--- src/sv/ect_pkg.sv ---
// ect_pkg: shared types and constants of the entity component table
// operation and status codes, field widths, controller to datapath structs
// no dependencies
`default_nettype none

package ect_pkg;

  // fixed field widths of the request and result channels
  localparam int FUNC_W = 3;
  localparam int ENT_W  = 6;
  localparam int CID_W  = 5;
  localparam int MASK_W = 32;
  localparam int STAT_W = 2;

  // operation codes carried in func
  typedef enum logic [FUNC_W-1:0] {
    FUNC_CREATE  = 3'd0,
    FUNC_DESTROY = 3'd1,
    FUNC_ALIVE   = 3'd2,
    FUNC_ADD     = 3'd3,
    FUNC_REMOVE  = 3'd4,
    FUNC_HAS     = 3'd5,
    FUNC_FIND    = 3'd6
  } func_e;

  // result status codes
  typedef enum logic [STAT_W-1:0] {
    ST_OK    = 2'd0,
    ST_FULL  = 2'd1,
    ST_DEAD  = 2'd2,
    ST_NEVER = 2'd3
  } status_e;

  // commands from the controller
  typedef struct packed {
    logic accept;      // capture request, launch memory reads, reset scan
    logic exec;        // commit single-handle operation, load its result
    logic scan_step;   // advance the find-all scan by one handle
    logic pend_take;   // hold the evaluated handle as pending match
    logic pend_push;   // send the pending match out, not last
    logic final_emit;  // send the closing find-all result
  } ect_cmd_t;

  // status back to the controller
  typedef struct packed {
    logic find_req;    // request on the input is a find-all
    logic scan_done;   // every allocated handle has been evaluated
    logic match;       // evaluated handle is alive and owns all required components
    logic pend_vld;    // a pending match is held
    logic out_free;    // output register can load this cycle
  } ect_stat_t;

endpackage

`default_nettype wire

--- src/sv/ect_ctrl.sv ---
// ect_ctrl: controller state machine of the entity component table
// sequences request capture, execution and the find-all scan
// depends on ect_pkg
`default_nettype none

module ect_ctrl (
  input  wire logic              clk_i,
  input  wire logic              rst_ni,
  input  wire logic              in_valid_i,
  output logic                   in_ready_o,
  input  wire ect_pkg::ect_stat_t stat_i,
  output ect_pkg::ect_cmd_t      cmd_o
);
  import ect_pkg::*;

  typedef enum logic [2:0] {
    S_IDLE = 3'b001,
    S_EXEC = 3'b010,
    S_SCAN = 3'b100
  } state_e;

  state_e state_q, state_d;

  // next state and commands
  always_comb begin
    state_d    = state_q;
    cmd_o      = '0;
    in_ready_o = 1'b0;
    unique case (state_q)
      S_IDLE: begin
        in_ready_o = 1'b1;
        if (in_valid_i) begin
          cmd_o.accept = 1'b1;
          state_d      = stat_i.find_req ? S_SCAN : S_EXEC;
        end
      end
      S_EXEC: begin
        if (stat_i.out_free) begin
          cmd_o.exec = 1'b1;
          state_d    = S_IDLE;
        end
      end
      S_SCAN: begin
        if (stat_i.scan_done) begin
          if (stat_i.out_free) begin
            cmd_o.final_emit = 1'b1;
            state_d          = S_IDLE;
          end
        end else if (stat_i.match && stat_i.pend_vld) begin
          // older match goes out before the new one is held
          if (stat_i.out_free) begin
            cmd_o.pend_push = 1'b1;
            cmd_o.pend_take = 1'b1;
            cmd_o.scan_step = 1'b1;
          end
        end else begin
          cmd_o.pend_take = stat_i.match;
          cmd_o.scan_step = 1'b1;
        end
      end
      default: begin
        state_d = S_IDLE;
      end
    endcase
  end

  // state register
  always_ff @(posedge clk_i or negedge rst_ni) begin
    if (!rst_ni) begin
      state_q <= S_IDLE;
    end else begin
      state_q <= state_d;
    end
  end

endmodule

`default_nettype wire

--- src/sv/ect_dpath.sv ---
// ect_dpath: datapath of the entity component table
// free handle ring, ownership memory, alive bits, scan pipeline, output register
// depends on ect_pkg
`default_nettype none

module ect_dpath #(
  parameter int ENTITY_SLOTS    = 64,
  parameter int COMPONENT_TYPES = 32
) (
  input  wire logic                        clk_i,
  input  wire logic                        rst_ni,
  input  wire ect_pkg::ect_cmd_t           cmd_i,
  output ect_pkg::ect_stat_t               stat_o,
  input  wire logic [ect_pkg::FUNC_W-1:0]  func_i,
  input  wire logic [ect_pkg::ENT_W-1:0]   entity_index_i,
  input  wire logic [ect_pkg::CID_W-1:0]   component_id_i,
  input  wire logic [ect_pkg::MASK_W-1:0]  required_mask_i,
  output logic                             out_valid_o,
  input  wire logic                        out_ready_i,
  output logic [ect_pkg::ENT_W-1:0]        out_entity_o,
  output logic [ect_pkg::STAT_W-1:0]       status_o,
  output logic                             flag_o,
  output logic                             last_o
);
  import ect_pkg::*;

  localparam int IDX_W = $clog2(ENTITY_SLOTS);
  localparam int CNT_W = $clog2(ENTITY_SLOTS + 1);
  localparam int OWN_W = (COMPONENT_TYPES < MASK_W) ? COMPONENT_TYPES : MASK_W;
  localparam logic [IDX_W-1:0] LAST_IDX = IDX_W'(ENTITY_SLOTS - 1);
  localparam logic [CNT_W-1:0] SLOTS    = CNT_W'(ENTITY_SLOTS);

  // captured request
  func_e             func_q;
  logic [ENT_W-1:0]  ent_q;
  logic [CID_W-1:0]  cid_q;
  logic [MASK_W-1:0] req_q;

  // storage
  logic [OWN_W-1:0] own_mem [ENTITY_SLOTS];
  logic [IDX_W-1:0] fq_mem  [ENTITY_SLOTS];
  logic [OWN_W-1:0] own_rd_q;
  logic [IDX_W-1:0] fq_rd_q;

  // allocator state
  logic [IDX_W-1:0]        head_q, tail_q;
  logic [CNT_W-1:0]        fill_q, count_q;
  logic [ENTITY_SLOTS-1:0] alive_q;

  // scan pipeline
  logic [CNT_W-1:0] scan_ptr_q;
  logic             eval_vld_q;
  logic [IDX_W-1:0] eval_idx_q;
  logic             pend_vld_q;
  logic [IDX_W-1:0] pend_idx_q;

  // output register
  logic              out_valid_q;
  logic [ENT_W-1:0]  out_entity_q;
  logic [STAT_W-1:0] out_status_q;
  logic              out_flag_q;
  logic              out_last_q;

  // execute stage signals
  logic [IDX_W-1:0]  ent_idx;
  logic              allocated;
  logic              alive_ent;
  logic              cid_ok;
  logic [MASK_W-1:0] own32, bit32, new32;
  logic              scan_more, scan_rd;

  logic [ENT_W-1:0]  res_ent;
  status_e           res_st;
  logic              res_flag;
  logic              own_we;
  logic [IDX_W-1:0]  own_waddr;
  logic [OWN_W-1:0]  own_wdata;
  logic              alive_set, alive_clr;
  logic [IDX_W-1:0]  alive_idx;
  logic              pop, push, grow;

  assign ent_idx   = ent_q[IDX_W-1:0];
  assign allocated = {2'b00, ent_q} < 8'(count_q);
  assign alive_ent = alive_q[ent_idx];
  assign cid_ok    = int'(cid_q) < COMPONENT_TYPES;
  assign own32     = MASK_W'(own_rd_q);
  assign bit32     = MASK_W'(1) << cid_q;
  assign new32     = (func_q == FUNC_ADD)    ? (own32 | bit32) :
                     (func_q == FUNC_REMOVE) ? (own32 & ~bit32) : own32;
  assign scan_more = scan_ptr_q < count_q;
  assign scan_rd   = cmd_i.scan_step && scan_more;

  // single-handle operation decode
  always_comb begin
    res_ent   = '0;
    res_st    = ST_OK;
    res_flag  = 1'b0;
    own_we    = 1'b0;
    own_waddr = ent_idx;
    own_wdata = '0;
    alive_set = 1'b0;
    alive_clr = 1'b0;
    alive_idx = ent_idx;
    pop       = 1'b0;
    push      = 1'b0;
    grow      = 1'b0;
    unique case (func_q) inside
      FUNC_CREATE: begin
        if (fill_q != '0) begin
          // reuse oldest freed handle, ownership kept
          res_ent   = ENT_W'(fq_rd_q);
          res_flag  = 1'b1;
          pop       = 1'b1;
          alive_set = 1'b1;
          alive_idx = fq_rd_q;
        end else if (count_q < SLOTS) begin
          // fresh handle starts with no components
          res_ent   = ENT_W'(count_q[IDX_W-1:0]);
          res_flag  = 1'b1;
          grow      = 1'b1;
          own_we    = 1'b1;
          own_waddr = count_q[IDX_W-1:0];
          alive_set = 1'b1;
          alive_idx = count_q[IDX_W-1:0];
        end else begin
          res_st = ST_FULL;
        end
      end
      [FUNC_DESTROY:FUNC_HAS]: begin
        res_ent = ent_q;
        if (!allocated) begin
          res_st = ST_NEVER;
        end else if (func_q == FUNC_ALIVE) begin
          res_flag = alive_ent;
        end else if (!alive_ent) begin
          res_st = ST_DEAD;
        end else if (func_q == FUNC_DESTROY) begin
          push      = 1'b1;
          alive_clr = 1'b1;
          res_flag  = 1'b1;
        end else if (cid_ok) begin
          own_we    = (func_q != FUNC_HAS);
          own_wdata = OWN_W'(new32);
          res_flag  = |(new32 & bit32);
        end
      end
      default: begin
        res_ent = '0;
      end
    endcase
  end

  // request capture
  always_ff @(posedge clk_i) begin
    if (cmd_i.accept) begin
      func_q <= func_e'(func_i);
      ent_q  <= entity_index_i;
      cid_q  <= component_id_i;
      req_q  <= required_mask_i;
    end
  end

  // ownership memory, one read and one write port
  always_ff @(posedge clk_i) begin
    if (cmd_i.exec && own_we) begin
      own_mem[own_waddr] <= own_wdata;
    end
    if (cmd_i.accept) begin
      own_rd_q <= own_mem[entity_index_i[IDX_W-1:0]];
    end else if (scan_rd) begin
      own_rd_q <= own_mem[scan_ptr_q[IDX_W-1:0]];
    end
  end

  // free handle ring
  always_ff @(posedge clk_i) begin
    if (cmd_i.exec && push) begin
      fq_mem[tail_q] <= ent_idx;
    end
    if (cmd_i.accept) begin
      fq_rd_q <= fq_mem[head_q];
    end
  end

  // allocator counters and alive bits
  always_ff @(posedge clk_i or negedge rst_ni) begin
    if (!rst_ni) begin
      head_q  <= '0;
      tail_q  <= '0;
      fill_q  <= '0;
      count_q <= '0;
      alive_q <= '0;
    end else if (cmd_i.exec) begin
      if (pop) begin
        head_q <= (head_q == LAST_IDX) ? '0 : head_q + 1'b1;
        fill_q <= fill_q - 1'b1;
      end
      if (push) begin
        tail_q <= (tail_q == LAST_IDX) ? '0 : tail_q + 1'b1;
        fill_q <= fill_q + 1'b1;
      end
      if (grow) begin
        count_q <= count_q + 1'b1;
      end
      if (alive_set) begin
        alive_q[alive_idx] <= 1'b1;
      end
      if (alive_clr) begin
        alive_q[alive_idx] <= 1'b0;
      end
    end
  end

  // find-all scan: read stage then evaluate stage
  always_ff @(posedge clk_i or negedge rst_ni) begin
    if (!rst_ni) begin
      scan_ptr_q <= '0;
      eval_vld_q <= 1'b0;
      pend_vld_q <= 1'b0;
    end else if (cmd_i.accept) begin
      scan_ptr_q <= '0;
      eval_vld_q <= 1'b0;
      pend_vld_q <= 1'b0;
    end else begin
      if (cmd_i.scan_step) begin
        eval_vld_q <= scan_more;
        if (scan_more) begin
          scan_ptr_q <= scan_ptr_q + 1'b1;
        end
      end
      if (cmd_i.pend_take) begin
        pend_vld_q <= 1'b1;
      end
    end
  end

  always_ff @(posedge clk_i) begin
    if (scan_rd) begin
      eval_idx_q <= scan_ptr_q[IDX_W-1:0];
    end
    if (cmd_i.pend_take) begin
      pend_idx_q <= eval_idx_q;
    end
  end

  // output register
  always_ff @(posedge clk_i or negedge rst_ni) begin
    if (!rst_ni) begin
      out_valid_q <= 1'b0;
    end else if (cmd_i.exec || cmd_i.pend_push || cmd_i.final_emit) begin
      out_valid_q <= 1'b1;
    end else if (out_ready_i) begin
      out_valid_q <= 1'b0;
    end
  end

  always_ff @(posedge clk_i) begin
    if (cmd_i.exec) begin
      out_entity_q <= res_ent;
      out_status_q <= res_st;
      out_flag_q   <= res_flag;
      out_last_q   <= 1'b1;
    end else if (cmd_i.pend_push) begin
      out_entity_q <= ENT_W'(pend_idx_q);
      out_status_q <= ST_OK;
      out_flag_q   <= 1'b1;
      out_last_q   <= 1'b0;
    end else if (cmd_i.final_emit) begin
      // last match, or the single no-match result
      out_entity_q <= pend_vld_q ? ENT_W'(pend_idx_q) : '0;
      out_status_q <= ST_OK;
      out_flag_q   <= pend_vld_q;
      out_last_q   <= 1'b1;
    end
  end

  // status to the controller
  assign stat_o.find_req  = (func_e'(func_i) == FUNC_FIND);
  assign stat_o.scan_done = !eval_vld_q && !scan_more;
  assign stat_o.match     = eval_vld_q && alive_q[eval_idx_q] &&
                            ((MASK_W'(own_rd_q) & req_q) == req_q);
  assign stat_o.pend_vld  = pend_vld_q;
  assign stat_o.out_free  = !out_valid_q || out_ready_i;

  assign out_valid_o  = out_valid_q;
  assign out_entity_o = out_entity_q;
  assign status_o     = out_status_q;
  assign flag_o       = out_flag_q;
  assign last_o       = out_last_q;

endmodule

`default_nettype wire

--- src/sv/entity_component_table.sv ---
// entity_component_table: top level of the entity handle allocator
// joins the controller ect_ctrl and the datapath ect_dpath; depends on ect_pkg
//
//   channel   handshake               payload
//   request   in_valid_i / in_ready_o func_i, entity_index_i, component_id_i,
//                                     required_mask_i
//   result    out_valid_o/out_ready_i out_entity_o, status_o, flag_o, last_o
//
// a single-handle request is accepted with a memory read, then executed
// with read-modify-write of the ownership memory and free ring
// find-all runs through accept, one ownership read per handle, a last
// evaluate, then the closing result, and waits while the result side stalls
// reset clears counters and alive bits at once; no clearing pass is needed
// a finished result waits in the output register while the next request is taken
`default_nettype none

module entity_component_table #(
  parameter int ENTITY_SLOTS    = 64,
  parameter int COMPONENT_TYPES = 32
) (
  input  wire logic                        clk_i,
  input  wire logic                        rst_ni,
  input  wire logic                        in_valid_i,
  output logic                             in_ready_o,
  input  wire logic [ect_pkg::FUNC_W-1:0]  func_i,
  input  wire logic [ect_pkg::ENT_W-1:0]   entity_index_i,
  input  wire logic [ect_pkg::CID_W-1:0]   component_id_i,
  input  wire logic [ect_pkg::MASK_W-1:0]  required_mask_i,
  output logic                             out_valid_o,
  input  wire logic                        out_ready_i,
  output logic [ect_pkg::ENT_W-1:0]        out_entity_o,
  output logic [ect_pkg::STAT_W-1:0]       status_o,
  output logic                             flag_o,
  output logic                             last_o
);
  import ect_pkg::*;

  ect_cmd_t  cmd;
  ect_stat_t stat;

  ect_ctrl u_ctrl (
    .clk_i      (clk_i),
    .rst_ni     (rst_ni),
    .in_valid_i (in_valid_i),
    .in_ready_o (in_ready_o),
    .stat_i     (stat),
    .cmd_o      (cmd)
  );

  ect_dpath #(
    .ENTITY_SLOTS    (ENTITY_SLOTS),
    .COMPONENT_TYPES (COMPONENT_TYPES)
  ) u_dpath (
    .clk_i           (clk_i),
    .rst_ni          (rst_ni),
    .cmd_i           (cmd),
    .stat_o          (stat),
    .func_i          (func_i),
    .entity_index_i  (entity_index_i),
    .component_id_i  (component_id_i),
    .required_mask_i (required_mask_i),
    .out_valid_o     (out_valid_o),
    .out_ready_i     (out_ready_i),
    .out_entity_o    (out_entity_o),
    .status_o        (status_o),
    .flag_o          (flag_o),
    .last_o          (last_o)
  );

endmodule

`default_nettype wire

--- config.mk ---
export PLATFORM = sky130hd
export DESIGN_NAME = entity_component_table
export DESIGN_NICKNAME = d
export VERILOG_FILES = /design/src/sv/ect_pkg.sv /design/src/sv/ect_ctrl.sv /design/src/sv/ect_dpath.sv /design/src/sv/entity_component_table.sv
export SDC_FILE = /design/constraint.sdc
export NUM_CORES = 2
export LEC_CHECK = 0
export BUFFER_PORTS_ARGS = -buffer_cell sky130_fd_sc_hd__buf_2
export CELL_PAD_IN_SITES_DETAIL_PLACEMENT = 0
export CELL_PAD_IN_SITES_GLOBAL_PLACEMENT = 1
export CORE_MARGIN = 1
export CORE_UTILIZATION = 57
export DETAILED_ROUTE_END_ITERATION = 6
export PLACE_DENSITY_LB_ADDON = 0.05
export SYNTH_ARGS = -nofsm -noshare
export SYNTH_HDL_FRONTEND = slang
export SYNTH_SLANG_ARGS = --single-unit
--- constraint.sdc ---
create_clock -name clk_i -period 6.8 [get_ports clk_i]
set_input_delay 1.36 -clock clk_i [delete_from_list [all_inputs] [get_ports clk_i]]
set_output_delay 1.36 -clock clk_i [all_outputs]
set_load 0.03 [all_outputs]
==> impl_metrics.env, run 1 <==
export IMPL_port_buffer_count=61
export IMPL_die_w_um=461.0
export IMPL_grt_max_degree=121
export IMPL_grt_pass1_wl_um=504600
export IMPL_grt_pass1_vias=65080
export IMPL_clock_sinks=2641
export IMPL_outcome="did not finish"
export IMPL_ios=62
export IMPL_die_h_um=461.0
export IMPL_start_util=0.5731
export IMPL_synth_area_top_cells="edfxtp_1 63%, mux4_2 28%, dfrtp_1 2.1%"
export IMPL_synth_top_area_frac=0.6343
export IMPL_async_flop_share=0.03900
export IMPL_yosys_warnings=0
export IMPL_yosysSeqAreaShare=0.6559
export IMPL_finalWeightedCongestion=0.9027
export IMPL_synth_top_cell_by_area="edfxtp_1"
export IMPL_synth_main_ff_cell="edfxtp_1"
export IMPL_cts_root_buf="clkbuf_16"
export IMPL_clock_path_buffers=4
export IMPL_synth_common_cells="2537 x edfxtp_1, 1496 x mux4_2, 284 x clkbuf_1"
export IMPL_outcome_stop_stage="detailed routing (5_2_route)"
export IMPL_synth_cells=5660
export IMPL_cts_resized=0
export IMPL_error_line="Error: net813 1 pin not visited #guides = 38"
export IMPL_cts_setup_buffers=0
export IMPL_htreeDepth=5
export IMPL_synth_edf_count=2537
export IMPL_synth_cell_type_count=73
export IMPL_synth_area_mm2=0.1201
export IMPL_grt_overflow=0
export IMPL_synth_avg_cell_area_um2=21.22
export IMPL_postCtsHoldBufs=0
export IMPL_rows=168
export IMPL_cts_buffers=294
export IMPL_yosysMostFrequentCell="edfxtp_1"
export IMPL_grt_usage=0.3452
export IMPL_antenna_found_initial=5
export IMPL_dp_hpwl_um=217100
export IMPL_synth_seq_cells=2641
export IMPL_synth_fp_nets=5731
[stage by stage]
| stage | setup WS (ns) | cells | area [um2] | hold slack, ns | utilization |
|---|---|---|---|---|---|
| global route | 1.394 | 8867 | 134700 | 0.4823 | 0.6426 |
| global placement | 1.579 | 8368 | 125500 | 0.4487 | 0.5989 |
| detailed placement | 1.568 | 8370 | 125500 | 0.4660 | 0.5990 |
| floorplan | 0.9126 | 5660 | 120100 | 0.4206 | - |
| CTS | 1.561 | 8865 | 134600 | 0.4547 | 0.6425 |
[layer usage]
| metal | global-route usage |
|---|---|
| met1 | 0.5135 |
| met2 | 0.4947 |
| met3 | 0.09479 |
| met4 | 0.1265 |
| met5 | 0 |
[cells by family after synthesis]
family / synth area share
AND/OR/NAND/NOR: 0.02514
flip-flops: 0.6559
AO/OA/AOI/OAI: 0.01696
adder cells (fa/ha/maj): 0.002250
XOR/XNOR: 0.001385
multiplexers: 0.2845
buffers and inverters: 0.01381
==> inputs of run 2 (changes only) <==
- CELL_PAD_IN_SITES_DETAIL_PLACEMENT: 0 -> unset
- CELL_PAD_IN_SITES_GLOBAL_PLACEMENT: 1 -> unset
- CORE_UTILIZATION: 57 -> 40
- PLACE_DENSITY_LB_ADDON: 0.05 -> 0.15
==> run 2 against run 1 <==
Effect of this change: the flow now finishes, with violations (max-capacitance violations); area after synthesis did not move; synthesized cell count did not move; global-route usage fell by 8.8 points.
==> impl_metrics.env, run 2 <==
export IMPL_reg_top3="u_dpath.own_mem (2048), u_dpath.fq_mem (384), u_dpath.alive_q (64)"
export IMPL_port_buffer_count=61
export IMPL_slowest_delay_ns=0.96
export IMPL_drv_cap=1
export IMPL_pre_cts_slack_ns=1.476
export IMPL_layout_common_cells="2537 x edfxtp_1, 1496 x mux4_2, 299 x clkbuf_16, 246 x nand2_1, 186 x buf_4"
export IMPL_antenna_found_initial=13
export IMPL_htreeDepth=5
export IMPL_leakagePower_nw=41.35
export IMPL_period_minus_slack_ns=5.377
export IMPL_synth_top_cell_by_area="edfxtp_1"
export IMPL_clock_path_buffers=4
export IMPL_hold_end="u_dpath.last_o$_SDFFE_PP1P_"
export IMPL_rsz0062_at_grt="no"
export IMPL_min_path_cells=2
export IMPL_rows=200
export IMPL_postCtsHoldBufs=0
export IMPL_crit_fanout=21
export IMPL_start_util=0.4033
export IMPL_synth_top_area_frac=0.6343
export IMPL_cts_setup_buffers=0
export IMPL_synth_common_cells="2537 x edfxtp_1, 1496 x mux4_2, 284 x clkbuf_1"
export IMPL_viasPerCell=6.547
export IMPL_ant_nets=0
export IMPL_grt_usage=0.2568
export IMPL_wl_per_cell_um=38.87
export IMPL_fin_ws_ns=1.423
export IMPL_start_kind="flip-flop"
export IMPL_first_pass_iters=6
export IMPL_worstSkewPairLatency_ns=0.93
export IMPL_synth_seq_cells=2641
export IMPL_regToRegSetupSlack_ns=1.42
export IMPL_synth_cell_type_count=73
export IMPL_area_delta_synth_final_pct=13.34
export IMPL_outcome="complete, but fails checks"
export IMPL_wl_um=389400
export IMPL_die_h_um=550.0
export IMPL_cts_tree="yes"
export IMPL_synth_area_mm2=0.1201
export IMPL_worstHoldStart="u_dpath.last_o$_SDFFE_PP1P_"
export IMPL_failed_checks="max-capacitance violations"
export IMPL_layout_nets=5920
export IMPL_yosys_warnings=0
export IMPL_synth_avg_cell_area_um2=21.22
export IMPL_design_core_area_mm2=0.2978
export IMPL_cts_root_buf="clkbuf_16"
export IMPL_p_total_mw=37.14
export IMPL_clock_skew_ns=0.08037
export IMPL_crit_chain="mux4_2, mux2i_1, a221oi_1, o21ai_1, o21a_1, a211oi_2, o211ai_1, nor2_4, buf_4"
export IMPL_finalWeightedCongestion=0.8347
export IMPL_ir_worst_vdd_v=0.0001775
export IMPL_grt_overflow=0
export IMPL_worstSetupPathType="reg -> reg"
export IMPL_relSlewSlack=0.003973
export IMPL_ios=62
export IMPL_setup_viol=0
export IMPL_synth_cells=5660
export IMPL_yosysSeqAreaShare=0.6559
export IMPL_drive_above_1_share=0.3825
export IMPL_cts_resized=0
export IMPL_final_common_cell="edfxtp_1"
export IMPL_crit_family="compound AO/OA/AOI/OAI gates"
export IMPL_die_area_mm2=0.3025
export IMPL_cp_arrival_ns=5.86
export IMPL_fmax_mhz=186.0
export IMPL_synth_edf_count=2537
export IMPL_path_clk_slew_ns=0.06
export IMPL_yosysMostFrequentCell="edfxtp_1"
export IMPL_async_flop_share=0.03900
export IMPL_drc=0
export IMPL_r2r_cells=9
export IMPL_r2r_start="u_dpath.ent_idx[1]$_DFFE_PP_"
export IMPL_cp_slowest_cell="edfxtp_1"
export IMPL_synth_fp_nets=5731
export IMPL_tightest_slew_ns=1.487
export IMPL_grt_pass1_wl_um=536000
export IMPL_vias=65584
export IMPL_dp_hpwl_um=219600
export IMPL_tns_ns=0
export IMPL_synth_area_top_cells="edfxtp_1 63%, mux4_2 28%, dfrtp_1 2.1%"
export IMPL_r2r_end="u_dpath.own_mem[22][23]$_DFFE_PP_"
export IMPL_path_buf_inv=1
export IMPL_worst_setup_path_end_kind="flip-flop"
export IMPL_finalHoldViolations=0
export IMPL_drv_slew=0
export IMPL_grt_pass1_vias=65377
export IMPL_worstHoldPathType="reg -> reg"
export IMPL_cts_buffers=294
export IMPL_largest_reg_flops=2048
export IMPL_die_w_um=550.0
export IMPL_required_ns=7.29
export IMPL_grt_max_degree=127
export IMPL_synth_main_ff_cell="edfxtp_1"
export IMPL_regMostFlops="u_dpath.own_mem"
export IMPL_min_period_over_period=0.7908
export IMPL_drt_iter0_markers=9566
export IMPL_power_per_cell_area_mw_per_mm2=272.8
export IMPL_clock_sinks=2641
## run 2: cell counts after synthesis
No cell type changed its count.
## run 2: cell families (layout without fill, tap and decap cells)
logic type / Yosys count / count (layout) / synth area share
AO/OA/AOI/OAI: 351 / 351 / 0.01696
XOR/XNOR: 19 / 19 / 0.001385
adder cells (fa/ha/maj): 21 / 21 / 0.002250
buffers and inverters: 433 / 844 / 0.01381
flip-flops: 2641 / 2641 / 0.6559
multiplexers: 1542 / 1542 / 0.2845
other: 0 / 8 / 0
AND/OR/NAND/NOR: 653 / 653 / 0.02514
## run 2: per-stage QoR
| stage | instances | instance area [um2] | hold slack (ns) | utilization |
|---|---|---|---|---|
| floorplan | 5660 | 120100 | 0.4206 | - |
| global placement | 9490 | 127000 | 0.4467 | 0.4264 |
| detailed placement | 9490 | 127000 | 0.4556 | 0.4264 |
| CTS | 10008 | 136100 | 0.4651 | 0.4569 |
| global route | 10014 | 136100 | 0.5008 | 0.4571 |
| finish | 10018 | 136100 | 0.4639 | 0.4571 |
## run 2: worst register-to-register path: stages (launching register included)
cell      delay (ns)
edfxtp_1        0.96
mux4_2          0.38
mux2i_1         0.10
a221oi_1        0.42
o21ai_1         0.15
o21a_1          0.19
a211oi_2        0.49
o211ai_1        0.57
nor2_4          0.88
buf_4           0.77
## run 2: how the worst max path moves through the flow
stage,to,cells past startpoint,startpoint
floorplan,u_dpath.own_mem[11][0]$_DFFE_PP_,11,u_dpath.ent_idx[0]$_DFFE_PP_
global placement,u_dpath.own_mem[22][22]$_DFFE_PP_,9,out_ready_i
detailed placement,u_dpath.own_mem[22][22]$_DFFE_PP_,9,out_ready_i
CTS,u_dpath.own_mem[22][23]$_DFFE_PP_,9,u_dpath.ent_idx[1]$_DFFE_PP_
global route,u_dpath.own_mem[22][23]$_DFFE_PP_,9,u_dpath.ent_idx[1]$_DFFE_PP_
finish,u_dpath.own_mem[22][23]$_DFFE_PP_,9,u_dpath.ent_idx[1]$_DFFE_PP_
## run 2: cell type report
class,instances,area [um2]
fill,24739,161700
sequential,2641,78810
multi-input combinational,2586,40450
clock buffer,358,7704
tap,3939,4928
timing repair buffer,293,2706
clock inverter,160,1376
inverter,33,131.4
antenna,8,20.02
## run 2: power breakdown
group	total (mW)	switching [mW]	leakage (nW)	internal, mW
Clock	15.4	6.72	4.41	8.64
Sequential	18.4	0.284	24.3	18.2
Combinational	3.34	1.91	12.6	1.43
## run 2: per-layer routing
| metal | vias up | GRT usage | wire length [um] |
|---|---|---|---|
| met5 | - | 0 | 0 |
| met4 | 0 | 0.06241 | 9699 |
| met3 | 511 | 0.05336 | 35940 |
| met2 | 3466 | 0.3883 | 178400 |
| met1 | 36471 | 0.3820 | 165300 |
| li1 | 25136 | - | - |
(Power assumes the default switching activity.)
